==> config.mk <==
export PLATFORM = sky130hd
export DESIGN_NAME = sfrt_front
export DESIGN_NICKNAME = d
export VERILOG_FILES = /design/src/rtl/core/sfrt_pkg.sv /design/src/rtl/core/sfrt_front.sv
export SDC_FILE = /design/constraint.sdc
export NUM_CORES = 1
export LEC_CHECK = 0
export ABC_CLOCK_PERIOD_IN_PS = 5200
export BUFFER_PORTS_ARGS = -buffer_cell sky130_fd_sc_hd__buf_2
export CAP_MARGIN = 20
export CORE_MARGIN = 2
export CORE_UTILIZATION = 45
export CTS_CLUSTER_DIAMETER = 50
export CTS_CLUSTER_SIZE = 24
export DETAILED_ROUTE_END_ITERATION = 10
export PLACE_DENSITY = 0.7
export SLEW_MARGIN = 15
export SYNTH_ARGS = -nofsm -noshare
export SYNTH_HDL_FRONTEND = slang
export SYNTH_SLANG_ARGS = --single-unit
==> constraint.sdc <==
create_clock -name clk_i -period 5.2 [get_ports clk_i]
set_input_delay 0.26 -clock clk_i [delete_from_list [all_inputs] [get_ports clk_i]]
set_output_delay 0.26 -clock clk_i [all_outputs]
set_load 0.05 [all_outputs]
==> src/rtl/core/sfrt_pkg.sv <==
package sfrt_pkg;

  localparam int NUM_PROCESSES     = 256;
  localparam int RULES_PER_PROCESS = 16;

  localparam int SYSCALL_W = 16;
  localparam int VERDICT_W = 32;
  localparam int RULE_W    = SYSCALL_W + VERDICT_W;
  localparam int CFG_IDX_W = 2;

  localparam logic [31:0] ALLOW_CODE_RST = 32'h7FFF_0000;
  localparam logic [31:0] KILL_CODE_RST  = 32'h0000_0000;

  localparam logic [CFG_IDX_W-1:0] REG_ALLOW_CODE = 2'd0;
  localparam logic [CFG_IDX_W-1:0] REG_KILL_CODE  = 2'd1;

  localparam logic [1:0] ACT_SET_MODE = 2'd0;
  localparam logic [1:0] ACT_ADD_RULE = 2'd1;
  localparam logic [1:0] ACT_CHECK    = 2'd2;
  localparam logic [1:0] ACT_GET_MODE = 2'd3;

  localparam logic [1:0] MODE_DISABLED = 2'd0;
  localparam logic [1:0] MODE_STRICT   = 2'd1;
  localparam logic [1:0] MODE_FILTER   = 2'd2;

  typedef enum logic [1:0] {
    ST_OK     = 2'd0,
    ST_REJECT = 2'd1,
    ST_FULL   = 2'd2
  } status_e;

  typedef enum logic [3:0] {
    OP_REJECT       = 4'd0,
    OP_SET_STRICT   = 4'd1,
    OP_SET_FILTER   = 4'd2,
    OP_SET_DISABLED = 4'd3,
    OP_ADD          = 4'd4,
    OP_CHECK        = 4'd5,
    OP_ALLOW        = 4'd6,
    OP_GET          = 4'd7,
    OP_GET_NONE     = 4'd8
  } op_e;

  typedef struct packed {
    op_e                  op;
    logic [15:0]          pid;
    logic [SYSCALL_W-1:0] syscall;
    logic [VERDICT_W-1:0] rule_verdict;
  } req_t;

  typedef struct packed {
    logic [VERDICT_W-1:0] allow_code;
    logic [VERDICT_W-1:0] kill_code;
  } cfg_t;

  function automatic logic [SYSCALL_W-1:0] strict_syscall(input logic [1:0] idx);
    logic [SYSCALL_W-1:0] sc;
    case (idx)
      2'd0:    sc = 16'd1;
      2'd1:    sc = 16'd2;
      2'd2:    sc = 16'd0;
      default: sc = 16'd119;
    endcase
    return sc;
  endfunction

endpackage

==> src/rtl/core/sfrt_front.sv <==
module sfrt_front #(
  parameter int NumProcesses = sfrt_pkg::NUM_PROCESSES
) (
  input  logic                           clk_i,
  input  logic                           rst_ni,
  input  logic                           in_valid_i,
  output logic                           in_ready_o,
  input  logic [1:0]                     action_i,
  input  logic [15:0]                    pid_i,
  input  logic [1:0]                     mode_i,
  input  logic [sfrt_pkg::SYSCALL_W-1:0] syscall_number_i,
  input  logic [sfrt_pkg::VERDICT_W-1:0] rule_verdict_i,
  input  logic                           hold_i,
  output logic                           q_valid_o,
  output sfrt_pkg::req_t                 q_head_o,
  input  logic                           q_pop_i
);

  sfrt_pkg::req_t req;
  sfrt_pkg::req_t ent_q [2];
  logic           in_range;
  logic           push;
  logic           wr_q, wr_d;
  logic           rd_q, rd_d;
  logic [1:0]     cnt_q, cnt_d;

  assign in_range = {1'b0, pid_i} < 17'(NumProcesses);

  always_comb begin
    req.pid          = pid_i;
    req.syscall      = syscall_number_i;
    req.rule_verdict = rule_verdict_i;
    req.op           = sfrt_pkg::OP_REJECT;
    case (action_i)
      sfrt_pkg::ACT_SET_MODE: begin
        if (in_range) begin
          case (mode_i)
            sfrt_pkg::MODE_STRICT:   req.op = sfrt_pkg::OP_SET_STRICT;
            sfrt_pkg::MODE_FILTER:   req.op = sfrt_pkg::OP_SET_FILTER;
            sfrt_pkg::MODE_DISABLED: req.op = sfrt_pkg::OP_SET_DISABLED;
            default:                 req.op = sfrt_pkg::OP_REJECT;
          endcase
        end
      end
      sfrt_pkg::ACT_ADD_RULE: begin
        req.op = in_range ? sfrt_pkg::OP_ADD : sfrt_pkg::OP_REJECT;
      end
      sfrt_pkg::ACT_CHECK: begin
        req.op = in_range ? sfrt_pkg::OP_CHECK : sfrt_pkg::OP_ALLOW;
      end
      default: begin
        req.op = in_range ? sfrt_pkg::OP_GET : sfrt_pkg::OP_GET_NONE;
      end
    endcase
  end

  assign in_ready_o = (cnt_q != 2'd2) && !hold_i;
  assign push       = in_valid_i && in_ready_o;
  assign q_valid_o  = (cnt_q != 2'd0);
  assign q_head_o   = ent_q[rd_q];

  always_comb begin
    wr_d  = push ? !wr_q : wr_q;
    rd_d  = q_pop_i ? !rd_q : rd_q;
    cnt_d = cnt_q + {1'b0, push} - {1'b0, q_pop_i};
  end

  always_ff @(posedge clk_i or negedge rst_ni) begin
    if (!rst_ni) begin
      wr_q  <= 1'b0;
      rd_q  <= 1'b0;
      cnt_q <= 2'd0;
    end else begin
      wr_q  <= wr_d;
      rd_q  <= rd_d;
      cnt_q <= cnt_d;
    end
  end

  always_ff @(posedge clk_i) begin
    if (push) begin
      ent_q[wr_q] <= req;
    end
  end

endmodule

==> results.toml, run 1 <==
[pwr]
peakVddDrop_uv = 353
p_leak_nw = 2.52
netSwitchingPower_mw = 1.48
p_sw_share_pct = 37.4
power_frac_seq_pct = 39.4
pwr-share-comb_pct = 34.3
p_clk_share_pct = 26.2
power-per-cell-area_nw_per_um2 = 595
p_int_mw = 2.47

[place]
dp_hpwl_um = 5590
gp_congestion = 0.726
dpl-instance-area_um2 = 6090
port_buffers = 142

[global_routing]
grt_pass1_vias = 2949
grt_max_degree = 70
antenna_found_initial = 0
grt_first_pass_wirelength_um = 14100
grt-ovfl-total = 0
grt_usage_pct = 14.9

[die]
coreArea_um2 = 11400
die_w_um = 112
die_height_um = 112
start_util_pct = 46.1
rows = 39
io_pins = 143
dieArea_um2 = 12500

[clocking]
cts_buffers = 17
cts.htree.levels = 4
cts_buffer_depth = 2
cts_root_buf = "clkbuf_16"
cts_resized = 0
clk_latency_ps = 410
cts.sinks = 140
path_clk_slew_ps = 60
cts_tree = "yes"

[worst_setup_path]
r2r-start = "cnt_q[0]"
critPathCaptureType = "primary output"
r2r_setup_slack_ps = 3300
cp_top_family = "flip-flops"
start_kind = "register"
cp_max_fo = 69
rr_endpoint = "ent_q[1][11]"
slowest_stage = "dfrtp_4"
critPathMaxStageDelay_ps = 1050
worst_ep_arrival_time_ps = 2180
crit_chain = "mux2_2 -> buf_2"
reg2reg_depth = 3
crit_type = "register to primary output"
required_ps = 4940
cp.buffers_inverters = 1

[sta]
fin_tns_setup_ps = 0
rsz0062_at_grt = "no"
fin_crit_sh_pct = 46.9
tightest_slew_ps = 1000
hold_viol = 0
setup_viol = 0
fmax_ghz = 0.410
period_minus_slack_ps = 2440
slew_viol_final = 0
fin_skew_ps = 8.09
maxSlewHeadroom_pct = 33.0

[job]
max_cap_viol_count = 0

[synth]
synthFlopType = "edfxtp_1"
yosysSeqAreaShare_pct = 79.8
syn-num-nets = 321
yosys_warnings = 0
synthCells = 246
synth.area.top_cells = "edfxtp_1 78%, mux2_2 12%, mux2_4 2.9%, dfrtp_1 1.9%, buf_6 0.64%"
syn_area_um2 = 5240
synth_cell_types = 22
yosys.area.top_type_share_pct = 77.9
async_flop_share_pct = 2.86
ys_ff_latch = 140
yosys.area.top_type = "edfxtp_1"
avgSynthCellArea_um2 = 21.3
synth-edff-count = 136

[drt]
wl_met1_um = 3540
wl_met2_um = 4430
via_count = 2710
firstDrtPassIters = 4
routedWlPerCell_um = 15.8
drc = 0
routed_wl_um = 8830
highest_layer = "met4"
wl_met3_um = 645
drtAntennaViolNets = 0
viasPerCell = 4.86
drtIter0Drc = 102

[status]
status = "complete, no violations"

[layout]
nets = 477
drive_above_1_share_pct = 57.8
n_antenna_cell = 0
area_delta_synth_final_pct = 26.7
stdcell_area_um2 = 6640
fill_cells = 874

[min_path]
hp-class = "input port to register"
whs_endpoint = "ent_q[1][14]"
hold_path_depth = 1
hold_start = "rule_verdict_i[14]"
## metrics by stage
stage	instances	setup slack (ps)	util [%]	power, mW	hold WS, ps
5_1_grt	558	2660	58.4	4.11	21.9
2_1_floorplan	246	1240	-	2.67	-35.6
3_5_place_dp	524	2680	53.6	2.94	68.9
6_report	558	2760	58.4	3.95	35.3
4_1_cts	557	2670	58.2	3.99	16.2
3_3_place_gp	524	2730	53.6	2.94	67.0
## routing by layer
| metal | GRT usage, % | vias up |
|---|---|---|
| met3 | 5.66 | 19 |
| met1 | 16.6 | 1311 |
| met5 | 0 | - |
| met2 | 24.8 | 99 |
| met4 | 8.23 | 0 |
| li1 | - | 1281 |
## cells in the final DEF (no fill, tap or decap), types with 3 or more instances in the layout
master     synthesis  layout
clkbuf_8           0       3
clkbuf_16          0      17
inv_1              5       5
dfrtp_1            4       3
nand2_1            3       3
mux2_2            58      58
edfxtp_1         136     136
clkbuf_1           0       9
clkinv_2           0       3
xnor2_1            3       3
mux2_4            10      10
buf_2              5     142
## how the worst max path moves through the flow
stage / from / end / slack (ps) / depth (start not counted)
global route: rd_q / q_head_o[1] / 2660 / 2
detailed placement: cnt_q[1] / ent_q[0][45] / 2680 / 4
floorplan: cnt_q[1] / ent_q[0][0] / 1240 / 3
global placement: cnt_q[1] / ent_q[0][37] / 2730 / 4
finish: rd_q / q_head_o[18] / 2760 / 2
CTS: cnt_q[1] / ent_q[0][46] / 2670 / 4
## cells in the mapped netlist, types with 2 or more instances
cell,count
nor2_1,3
o211ai_1,2
ha_1,2
mux2_4,10
xnor2_1,3
inv_1,5
buf_6,3
nand2_1,3
edfxtp_1,136
mux2_2,58
buf_2,5
nand3_1,2
nor4_2,2
dfrtp_1,4
## worst register-to-register path, stage by stage (launching register included)
cell and delay (ps):
dfrtp_1 350, inv_1 80, a21oi_1 200, and3_4 860
## logic make-up (layout without fill, tap and decap cells)
family	Yosys count	count (layout)	share of synthesized area [%]
mux	68	68	15.3
fa+ha+maj	2	2	0.477
xor+xnor	4	4	0.669
compound gates	4	4	0.525
simple gates	15	15	1.67
flops	140	140	79.8
buf+inv	13	182	1.48
## state kept, by name, indices dropped and copies added (netlist names)
name / cells
cnt_q: 2
ent_q: 136
rd_q: 1
wr_q: 1
## final cells by class
type	count	area, um^2	area share, %
flip-flops and latches	140	4190	63.1
multi-input cells	93	991	14.9
repair buffers	145	748	11.3
clock buffers	29	500	7.54
well taps	143	179	2.69
inverters	5	18.8	0.283
clock inverters	3	15.0	0.226
## power by group through the flow
| stage | clock network (mW) | logic [mW] | registers, mW |
|---|---|---|---|
| 6_report | 1.04 | 1.36 | 1.56 |
| 5_1_grt | 1.11 | 1.42 | 1.58 |
| 4_1_cts | 1.06 | 1.36 | 1.57 |
| 3_5_place_dp | 0 | 1.36 | 1.59 |
| 3_3_place_gp | 0 | 1.36 | 1.58 |
| 2_1_floorplan | 0 | 1.21 | 1.47 |
## repair_timing
item                      in CTS  in global routing
hold endpoints to repair       4                  0
hold buffers                   1                  0
setup buffers                  0                  0
Power figures use the tool's default switching activity.
==> inputs of run 2 (changes only) <==
Settings changed: ABC_CLOCK_PERIOD_IN_PS 5200 to 2100, PLACE_DENSITY 0.7 to 0.73.
Clock period 5.2 ns to 2.1 ns, I/O delays scaled along.
==> results.toml, run 2 (synthesis gave the netlist of run 1 again) <==
[die]
io_pins = 143
die_height_um = 112
start_util_pct = 46.1
die_w_um = 112
rows = 39
coreArea_um2 = 11400
dieArea_um2 = 12500

[layout]
final_common_cell = "buf_2"
largestRegisters = "ent_q x136, cnt_q x2"
nets = 545
instances_no_fill = 626
layout_common_cells = "142 x buf_2, 136 x edfxtp_1, 66 x dlygate4sd3_1"
drive_above_1_share_pct = 51.6
top_register = "ent_q"
largest_register_ffs = 136
stdcell_area_um2 = 7430
n_antenna_cell = 0
area_delta_synth_final_pct = 41.9

[drt]
drc = 0
drtAntennaViolNets = 0
firstDrtPassIters = 4
routed_wl_um = 9850
via_count = 3004
routedWlPerCell_um = 15.7
drtIter0Drc = 133
viasPerCell = 4.80

[clocking]
cts_root_buf = "clkbuf_16"
cts.sinks = 140
cts_buffer_depth = 2
path_clk_slew_ps = 60
cts_buffers = 17
cts_tree = "yes"
cts_resized = 0
cts.htree.levels = 4
clk_latency_ps = 400

[place]
dpl-instance-area_um2 = 6170
port_buffers = 142
dp_cells = 528
gp_congestion = 0.723
dp_hpwl_um = 5830

[sta]
tightest_slew_ps = 459
rsz0062_at_grt = "no"
hold_viol = 0
setup_viol = 0
fmax_ghz = 0.520
fin_skew_ps = 7.26
maxSlewHeadroom_pct = 69.4
fin_tns_setup_ps = 0
slew_viol_final = 0
period_minus_slack_ps = 1920
fin_crit_sh_pct = 91.5

[min_path]
hp-class = "input port to async pin"

[worst_setup_path]
rr_endpoint = "cnt_q[1]"
start_kind = "register"
critPathCaptureType = "primary output"
r2r-start = "cnt_q[1]"
r2r_setup_slack_ps = 430
required_ps = 2000
worst_ep_arrival_time_ps = 1820
crit_type = "register to primary output"
reg2reg_depth = 6
cp_max_fo = 69

[pwr]
peakVddDrop_uv = 796
p_leak_nw = 2.85
power-per-cell-area_nw_per_um2 = 1400
power_mw = 10.4

[global_routing]
grtUsageMet1_pct = 19.6
use_met3_pct = 4.63
grt_max_degree = 70
antenna_found_initial = 0
grt_pass1_vias = 3247
top_usage_layer = "met2"
gr-usage-met2_pct = 27.9
grt_first_pass_wirelength_um = 15700
grt-ovfl-total = 0
grt_usage_pct = 16.5

[status]
status = "complete, no violations"

[job]
max_cap_viol_count = 0
run 2: worst max path at each step:
stage / from / end / slack [ps] / depth (start not counted)
final: rd_q / q_head_o[21] / 180 / 3
after global placement: cnt_q[0] / ent_q[1][13] / 570 / 4
after CTS: rd_q / q_head_o[0] / 150 / 3
after detailed placement: cnt_q[1] / cnt_q[1] / 480 / 6
after floorplan: cnt_q[1] / ent_q[0][0] / -5 / 3
after global routing: rd_q / q_head_o[17] / 100 / 3
run 2: per-layer routing:
layer  vias to the layer above  routed length, um
met5                         -                  0
met4                         0                215
met1                      1468               3990
li1                       1419                  -
met3                        19                505
met2                        98               5130
run 2: final cells by class:
class,count,area [um^2]
well taps,143,179
fillers,797,3940
multi-input cells,93,995
inverters,5,18.8
flip-flops and latches,140,4190
repair buffers,213,1450
clock inverters,13,174
clock buffers,19,433
run 2: where the power goes:
part / switching, mW / internal (mW)
clock network: 1.06 / 1.97
registers: 0.0988 / 3.49
logic: 2.65 / 1.16
run 2: worst max-delay path, stage by stage, from the launching register on:
cell     delay (ps)
dfrtp_4         410
buf_12          350
mux2_2          400
buf_2           210
run 2: timing repair:
item / in CTS / in global routing
hold buffers: 66 / 0
setup endpoints to repair: 0 / 0
buffers inserted: 0 / 0
endpoints found under the hold margin: 133 / 0
run 2: through the flow:
| stage | hold slack, ps | util [%] | setup slack [ps] |
|---|---|---|---|
| CTS | 11.7 | 65.4 | 151 |
| finish | 32.5 | 65.4 | 178 |
| global route | 28.6 | 65.4 | 103 |
| floorplan | -191 | - | -4.55 |
| global placement | -85.5 | 54.2 | 566 |
| detailed placement | -82.1 | 54.2 | 483 |
==> inputs of run 3 (changes only) <==
Settings changed: CORE_ASPECT_RATIO set to 1.2.
==> results.toml, run 3 (synthesis gave the netlist of run 1 again) <==
[place]
dpl-instance-area_um2 = 6200
gp_congestion = 0.676
place_ws_ps = 491
port_buffers = 142
dp_hpwl_um = 6250

[job]
max_cap_viol_count = 0

[worst_setup_path]
r2r_setup_slack_ps = 480
cp_top_family = "buffers and inverters"
crit_chain = "buf_4 -> mux2_2 -> buf_2"
start_kind = "register"
crit_type = "register to primary output"
cp.buffers_inverters = 2
slowest_stage = "dfrtp_4"
critPathMaxStageDelay_ps = 430
required_ps = 2000
critPathCaptureType = "primary output"
worst_ep_arrival_time_ps = 1820
cp_max_fo = 26

[drt]
drtIter0Drc = 111
firstDrtPassIters = 4
drc = 0
routed_wl_um = 10400
via_count = 3023
routedWlPerCell_um = 16.2
viasPerCell = 4.72
drtAntennaViolNets = 0

[clocking]
cts_buffer_depth = 2
cts_resized = 0
cts_buffers = 17
clk_latency_ps = 410
cts.sinks = 140
cts_root_buf = "clkbuf_16"
cts_tree = "yes"
cts.htree.levels = 4
path_clk_slew_ps = 60

[sta]
slew_viol_final = 0
setup_viol = 0
maxSlewHeadroom_pct = 70.6
fin_crit_sh_pct = 91.6
fin_skew_ps = 13.2
rsz0062_at_grt = "no"
tightest_slew_ps = 439
whs_ps = 26.1
worst_slack_ps = 177
hold_viol = 0
fmax_ghz = 0.520
period_minus_slack_ps = 1920

[layout]
area_delta_synth_final_pct = 42.1
layout_common_cells = "142 x buf_2, 136 x edfxtp_1, 66 x dlygate4sd3_1"
drive_above_1_share_pct = 52.4
top_register = "ent_q"
stdcell_area_um2 = 7440
largest_register_ffs = 136
largestRegisters = "ent_q x136, cnt_q x2"
nets = 545
final_common_cell = "buf_2"

[global_routing]
grt_pass1_vias = 3203
grt_first_pass_wirelength_um = 15100
grt_usage_pct = 16.7
top_usage_layer = "met2"
antenna_found_initial = 1
use_met3_pct = 6.21
grt-ovfl-total = 0
grtUsageMet1_pct = 16.5
gr-usage-met2_pct = 29.9
grt_max_degree = 69

[die]
die_height_um = 122
coreArea_um2 = 11500
rows = 43
start_util_pct = 45.7
io_pins = 143
die_w_um = 103
dieArea_um2 = 12500

[min_path]
hp-class = "input port to async pin"

[pwr]
power-per-cell-area_nw_per_um2 = 1390
power_mw = 10.3
p_leak_nw = 2.84
peakVddDrop_uv = 621

[status]
status = "complete, no violations"
==> run 3: power breakdown <==
group / internal (mW) / leakage [nW] / switching (mW)
clock: 1.76 / 0.273 / 1.15
combinational: 1.17 / 1.28 / 2.65
sequential: 3.49 / 1.29 / 0.109
total: 6.42 / 2.84 / 3.91
==> run 3: final cells by class <==
cell class / instances / area [um^2]
well taps: 157 / 196
flip-flops and latches: 140 / 4190
clock buffers: 17 / 425
multi-input cells: 93 / 995
diodes: 1 / 2.50
repair buffers: 213 / 1460
clock inverters: 15 / 160
inverters: 5 / 18.8
fillers: 810 / 4020
==> run 3: worst paths after layout <==
kind	end	from	depth (start not counted)
worst min-delay path	rd_q	rst_ni	2
max in group asynchronous	rd_q	rst_ni	2
worst max register to register	cnt_q[1]	cnt_q[1]	6
worst min register to register	cnt_q[1]	cnt_q[1]	1
worst max-delay path	q_head_o[0]	rd_q	3
min in group clk_i	ent_q[1][66]	action_i[0]	3
==> run 3: metrics by stage <==
step / setup TNS [ps] / util [%] / cells
2_1_floorplan: -309 / - / 246
3_5_place_dp: 0 / 54.1 / 542
5_1_grt: 0 / 65.0 / 641
4_1_cts: 0 / 64.9 / 640
3_3_place_gp: 0 / 54.1 / 542
6_report: 0 / 65.0 / 641
==> run 3: per-layer routing <==
metal  up-vias  share of wire [%]
li1       1423                  -
met1      1479                 38
met2       102                 55
met3        19                4.5
met4         0                2.8
met5         -                  0
==> run 3: what timing repair did <==
action	CTS	global route
hold buffers	66	0
setup buffers	0	0
endpoints found under the hold margin	133	0
